### config.mk
export PLATFORM = sky130hd
export DESIGN_NAME = dpq_ctrl
export DESIGN_NICKNAME = d
export VERILOG_FILES = /design/src/rtl/dpq_pkg.sv /design/src/rtl/dpq_ctrl.sv
export SDC_FILE = /design/constraint.sdc
export NUM_CORES = 1
export LEC_CHECK = 0
export ABC_AREA = 0
export BUFFER_PORTS_ARGS = -buffer_cell sky130_fd_sc_hd__buf_2
export CORE_AREA = 2 2 39 41
export DETAILED_ROUTE_END_ITERATION = 10
export DIE_AREA = 0 0 41 43
export PLACE_DENSITY = 0.62
export SLEW_MARGIN = 20
export SYNTH_ARGS = -nofsm -noshare
export SYNTH_HDL_FRONTEND = slang
export SYNTH_SLANG_ARGS = --single-unit
### constraint.sdc
create_clock -name clk -period 1.9 [get_ports clk]
set_input_delay 0.38 -clock clk [delete_from_list [all_inputs] [get_ports clk]]
set_output_delay 0.38 -clock clk [all_outputs]
set_load 0.05 [all_outputs]
### src/rtl/dpq_pkg.sv
// Package for the double-ended priority queue: operation codes and control types.
package dpq_pkg;

  // Operation codes of one input item
  typedef enum logic [1:0] {
    OP_INSERT     = 2'd0,
    OP_REMOVE_MAX = 2'd1,
    OP_REMOVE_MIN = 2'd2,
    OP_CLEAR      = 2'd3
  } dpq_op_t;

  // Commands from controller to datapath
  typedef struct packed {
    logic load;      // latch op and value, start position at count
    logic set_ovf;   // insert dropped
    logic rd_prev;   // read entry at position - 1
    logic wr_shift;  // move read entry up one place, position - 1
    logic wr_key;    // write new value at position, count + 1
    logic rm_max;    // drop last entry
    logic rm_min;    // drop first entry
    logic clr;       // empty the store
    logic rd_min;    // read first entry
    logic rd_max;    // read last entry
    logic cap_min;   // capture read data as minimum
    logic cap_max;   // capture read data as maximum
    logic emit;      // load result register
  } dpq_cmd_t;

  // Status from datapath to controller
  typedef struct packed {
    dpq_op_t op;
    logic    full;
    logic    empty;
    logic    pos_zero;
    logic    greater;   // read entry greater than the new value
    logic    out_free;  // result register can take an item
  } dpq_stat_t;

endpackage

### src/rtl/dpq_ctrl.sv
// Controller: sequences one item's operation, insert shifting and result reads.
module dpq_ctrl
  import dpq_pkg::*;
(
  input  logic      clk,
  input  logic      rst_n,
  input  logic      in_valid,
  output logic      in_stall,
  input  dpq_stat_t stat,
  output dpq_cmd_t  cmd
);

  typedef enum logic [2:0] {
    S_IDLE, S_DECODE, S_INS_CHK, S_INS_CMP, S_RD_MIN, S_RD_MAX, S_CAPT, S_DONE
  } state_t;

  state_t state_r, state_nxt;

  // Next state and commands
  always_comb begin
    state_nxt = state_r;
    cmd       = '0;
    unique case (state_r)
      S_IDLE: begin
        if (in_valid) begin
          cmd.load  = 1'b1;
          state_nxt = S_DECODE;
        end
      end
      S_DECODE: begin
        state_nxt = S_RD_MIN;
        unique case (stat.op)
          OP_INSERT: begin
            if (stat.full) begin
              cmd.set_ovf = 1'b1;
            end else begin
              state_nxt = S_INS_CHK;
            end
          end
          OP_REMOVE_MAX: cmd.rm_max = !stat.empty;
          OP_REMOVE_MIN: cmd.rm_min = !stat.empty;
          OP_CLEAR:      cmd.clr    = 1'b1;
          default:       cmd.clr    = 1'b1;
        endcase
      end
      // Walk down from the tail until the slot for the new value is found
      S_INS_CHK: begin
        if (stat.pos_zero) begin
          cmd.wr_key = 1'b1;
          state_nxt  = S_RD_MIN;
        end else begin
          cmd.rd_prev = 1'b1;
          state_nxt   = S_INS_CMP;
        end
      end
      S_INS_CMP: begin
        if (stat.greater) begin
          cmd.wr_shift = 1'b1;
          state_nxt    = S_INS_CHK;
        end else begin
          cmd.wr_key = 1'b1;
          state_nxt  = S_RD_MIN;
        end
      end
      S_RD_MIN: begin
        cmd.rd_min = 1'b1;
        state_nxt  = S_RD_MAX;
      end
      S_RD_MAX: begin
        cmd.cap_min = 1'b1;
        cmd.rd_max  = 1'b1;
        state_nxt   = S_CAPT;
      end
      S_CAPT: begin
        cmd.cap_max = 1'b1;
        state_nxt   = S_DONE;
      end
      S_DONE: begin
        if (stat.out_free) begin
          cmd.emit  = 1'b1;
          state_nxt = S_IDLE;
        end
      end
      default: state_nxt = S_IDLE;
    endcase
  end

  always_ff @(posedge clk) begin
    if (!rst_n) begin
      state_r <= S_IDLE;
    end else begin
      state_r <= state_nxt;
    end
  end

  assign in_stall = (state_r != S_IDLE);

endmodule

==> flow_metrics.env <==
export IMPL_clock_power_share_pct=29.3
export IMPL_fmaxAchievable_ghz=0.5608
export IMPL_cts_htree_levels=1
export IMPL_cp_slowest_cell="sky130_fd_sc_hd__dfxtp_1"
export IMPL_synth_warnings=0
export IMPL_timing_final_hold_violations=0
export IMPL_diodes_inserted=0
export IMPL_path_clk_slew_ps=40
export IMPL_cp_top_family="flip-flops"
export IMPL_num_rows=14
export IMPL_max_clock_path_buffers=2
export IMPL_cell_types_occupying_the_most_area_after_synthesis="sky130_fd_sc_hd__dfxtp_1 (17%), sky130_fd_sc_hd__nand2b_1 (7.2%), sky130_fd_sc_hd__nor3b_1 (6.5%)"
export IMPL_critical_path_class="reg -> out"
export IMPL_critical_path_required_ps=1520
export IMPL_post_synth_inst_count=49
export IMPL_crit_arrival_ps=1400
export IMPL_antenna_found_initial=0
export IMPL_clock_insertion_delay_worst_skew_ps=230
export IMPL_net_count_after_synthesis=59
export IMPL_rsz0062_at_grt="no"
export IMPL_placed_cell_area_um2=501.7
export IMPL_global_route_usage_over_all_layers_pct=11.52
export IMPL_die_height_um=43
export IMPL_detail_route_wl_per_cell_um=9.667
export IMPL_maxSlewViolCount=0
export IMPL_r2r_cells=3
export IMPL_cts_sink_count=3
export IMPL_detail_route_iter0_violations=1
export IMPL_detailed_place_hpwl_um=713.2
export IMPL_hold_path_class="in -> reg"
export IMPL_p_total_mw=0.3714
export IMPL_tritoncts="yes"
export IMPL_comb_power_share_pct=49.8
export IMPL_p_int_mw=0.2109
export IMPL_power_switching_fraction_pct=43.20
export IMPL_nets=85
export IMPL_fin_worst_hold_slack_ps=418.6
export IMPL_ys_flop_type="sky130_fd_sc_hd__dfxtp_1"
export IMPL_max_vdd_drop_uv=273.1
export IMPL_critPathBufInv=1
export IMPL_initial_utilization_pct=25.05
export IMPL_fp_coreArea_um2=1384
export IMPL_die_x_um=41
export IMPL_synth_edf_count=0
export IMPL_seq_power_share_pct=20.9
export IMPL_cts_hold_buffers_added=0
export IMPL_setup_tns_ps=0
export IMPL_portBuffers=23
export IMPL_die_area_um2=1763
export IMPL_worstPathCellList="mux2_1 -> nor3b_2 -> buf_2"
export IMPL_final_setup_fails=0
export IMPL_synth_sequential_area_ratio_pct=17.33
export IMPL_fillers=154
export IMPL_antenna_violating_nets_post_route=0
export IMPL_finalCriticalPeriod_ps=1783
export IMPL_areaGrowthSynthToFinish_pct=53.79
export IMPL_registers_top_by_ff_count="state_r"
export IMPL_final_area_um2=533.0
export IMPL_via_count_of_the_first_global_routing_pass=369
export IMPL_critPathLaunchType="register"
export IMPL_cellPowerDensity_nw_per_um2=696.7
export IMPL_io_pins=24
export IMPL_max_reg_flops=3
export IMPL_min_to="state_r[0]"
export IMPL_min_period_over_period_pct=93.84
export IMPL_synth_cell_type_count=23
export IMPL_grt_first_pass_wirelength_um=1414
export IMPL_critical_path_reg2reg_endpoint="state_r[1]"
export IMPL_timing_hold_worst_path_depth=2
export IMPL_timing_hold_worst_start="rst_n"
export IMPL_netlist_area_leader_share_pct=17.33
export IMPL_number_of_buffers_created_by_cts=3
export IMPL_share_of_layout_cells_above_drive_strength_1_pct=48.65
export IMPL_post_synth_instance_area_um2=346.6
export IMPL_async_reset_ff_share_pct=0
export IMPL_yosys_top_cells_count="sky130_fd_sc_hd__nand2_1 (5), sky130_fd_sc_hd__nor2_1 (5), sky130_fd_sc_hd__nand2b_1 (4)"
export IMPL_p_switching_mw=0.1604
export IMPL_cpPeakStageDelay_ps=400
export IMPL_reg_largest_list="state_r x3"
export IMPL_vias_per_cell=4.711
export IMPL_worst_slew_margin_rel_pct=72.56
export IMPL_run_status="complete, no violations"
export IMPL_wirelength_um=870
export IMPL_tightest_slew_ps=406.5
export IMPL_drc=0
export IMPL_timing_clock_skew_ps=2.619
export IMPL_max_cap_violations=0
export IMPL_synthesized_area_per_cell_um2=7.073
export IMPL_route_vias_total=424
export IMPL_grt_ovfl_total=0
export IMPL_clockRootBuffer="sky130_fd_sc_hd__clkbuf_4"
export IMPL_reg2reg_slack_ps=660
export IMPL_yosys_area_top_type="sky130_fd_sc_hd__dfxtp_1"
export IMPL_finalWeightedCongestion=0.7419
export IMPL_origin_of_the_critical_flop_to_flop_path="state_r[0]"
export IMPL_first_pass_iters=4
export IMPL_crit_path_max_fanout=5
export IMPL_critical_path_endpoint_type="primary output"
export IMPL_postSynthRegisterBits=3
export IMPL_p_leak_nw=0.2833
export IMPL_grt_max_degree=16
==> per-layer routing <==
metal	GRT usage (%)	vias up	wire length, um	part of all wire, %
met5	0	-	0	0
met4	4.000	0	0	0
met3	4.712	0	56	6.4
met2	17.19	13	423	49
met1	14.38	189	390	45
li1	-	222	-	-
==> final cells by class <==
class	count	area (um2)	share of cell area, %
inverters	2	7.507	1.408
clock buffers	4	26.28	4.930
repair buffers	26	137.6	25.82
multi-input cells	39	281.5	52.82
flip-flops and latches	3	60.06	11.27
well taps	16	20.02	3.756
==> what timing repair did <==
item / 4_1_cts / 5_1_grt
buffers inserted: 0 / 0
resized for setup: 1 / 0
setup endpoints to repair: 1 / 0
==> worst reg2reg max path: cells and delay by family (launching register included) <==
kind / cells / cell delay [ps]
compound gates: 2 / 560
flops: 1 / 350
buf+inv: 1 / 190
==> through the flow <==
| step | std cells | util (%) | worst slack (ps) |
|---|---|---|---|
| after CTS | 90 | 38.52 | 99.44 |
| after global routing | 90 | 38.52 | 29.03 |
| after global placement | 86 | 36.26 | 299.5 |
| final | 90 | 38.52 | 117.0 |
| after floorplan | 49 | - | -198.7 |
| after detailed placement | 86 | 36.26 | 244.1 |
==> placed cells by master (no fill, tap or decap) <==
cell type                  synthesis  layout
sky130_fd_sc_hd__dfxtp_1           3       3
sky130_fd_sc_hd__o32ai_1           1       1
sky130_fd_sc_hd__clkbuf_4          0       3
sky130_fd_sc_hd__nand2_1           5       5
sky130_fd_sc_hd__inv_1             2       2
sky130_fd_sc_hd__nand2b_1          4       4
sky130_fd_sc_hd__o21a_1            1       1
sky130_fd_sc_hd__o32ai_2           1       1
sky130_fd_sc_hd__or3_1             2       2
sky130_fd_sc_hd__buf_4             1       3
sky130_fd_sc_hd__nor3_2            0       1
sky130_fd_sc_hd__and3_1            3       3
sky130_fd_sc_hd__nor3_1            3       2
sky130_fd_sc_hd__nor2_4            0       1
sky130_fd_sc_hd__a21boi_0          1       1
sky130_fd_sc_hd__or2_1             1       1
sky130_fd_sc_hd__nor2_1            5       4
sky130_fd_sc_hd__a21oi_1           2       2
sky130_fd_sc_hd__and3b_1           1       1
sky130_fd_sc_hd__a21boi_1          2       2
sky130_fd_sc_hd__nor2b_4           1       1
sky130_fd_sc_hd__o311ai_0          2       2
sky130_fd_sc_hd__buf_2             2      23
sky130_fd_sc_hd__clkbuf_1          2       1
sky130_fd_sc_hd__nor3b_2           0       3
sky130_fd_sc_hd__mux2_1            1       1
==> cell families (layout without fill, tap and decap cells) <==
logic type | after synthesis | in the layout | share of synthesized area [%]
muxes | 1 | 1 | 3.249
DFF | 3 | 3 | 17.33
AOI/OAI and AO/OA | 10 | 10 | 23.83
and+or+nand+nor | 28 | 28 | 46.21
buffers and inverters | 7 | 32 | 9.389
==> power groups by stage <==
| stage | Sequential (mW) | Combinational (mW) | Clock, mW |
|---|---|---|---|
| 2_1_floorplan | 0.0779 | 0.141 | 0 |
| 3_3_place_gp | 0.0775 | 0.184 | 0 |
| 3_5_place_dp | 0.0779 | 0.186 | 0 |
| 4_1_cts | 0.0776 | 0.187 | 0.114 |
| 5_1_grt | 0.0780 | 0.204 | 0.119 |
| 6_report | 0.0774 | 0.185 | 0.109 |
==> worst max-delay path by stage <==
stage / startpoint / to / slack (ps) / depth (start not counted)
floorplan: state_r[0] / cmd[10] / -200 / 3
global placement: state_r[0] / cmd[6] / 300 / 4
detailed placement: state_r[0] / cmd[6] / 240 / 4
CTS: state_r[0] / cmd[8] / 100 / 3
global route: state_r[0] / cmd[6] / 30 / 4
finish: state_r[0] / cmd[8] / 120 / 3
Note: power is estimated with default switching activity, not from simulation.
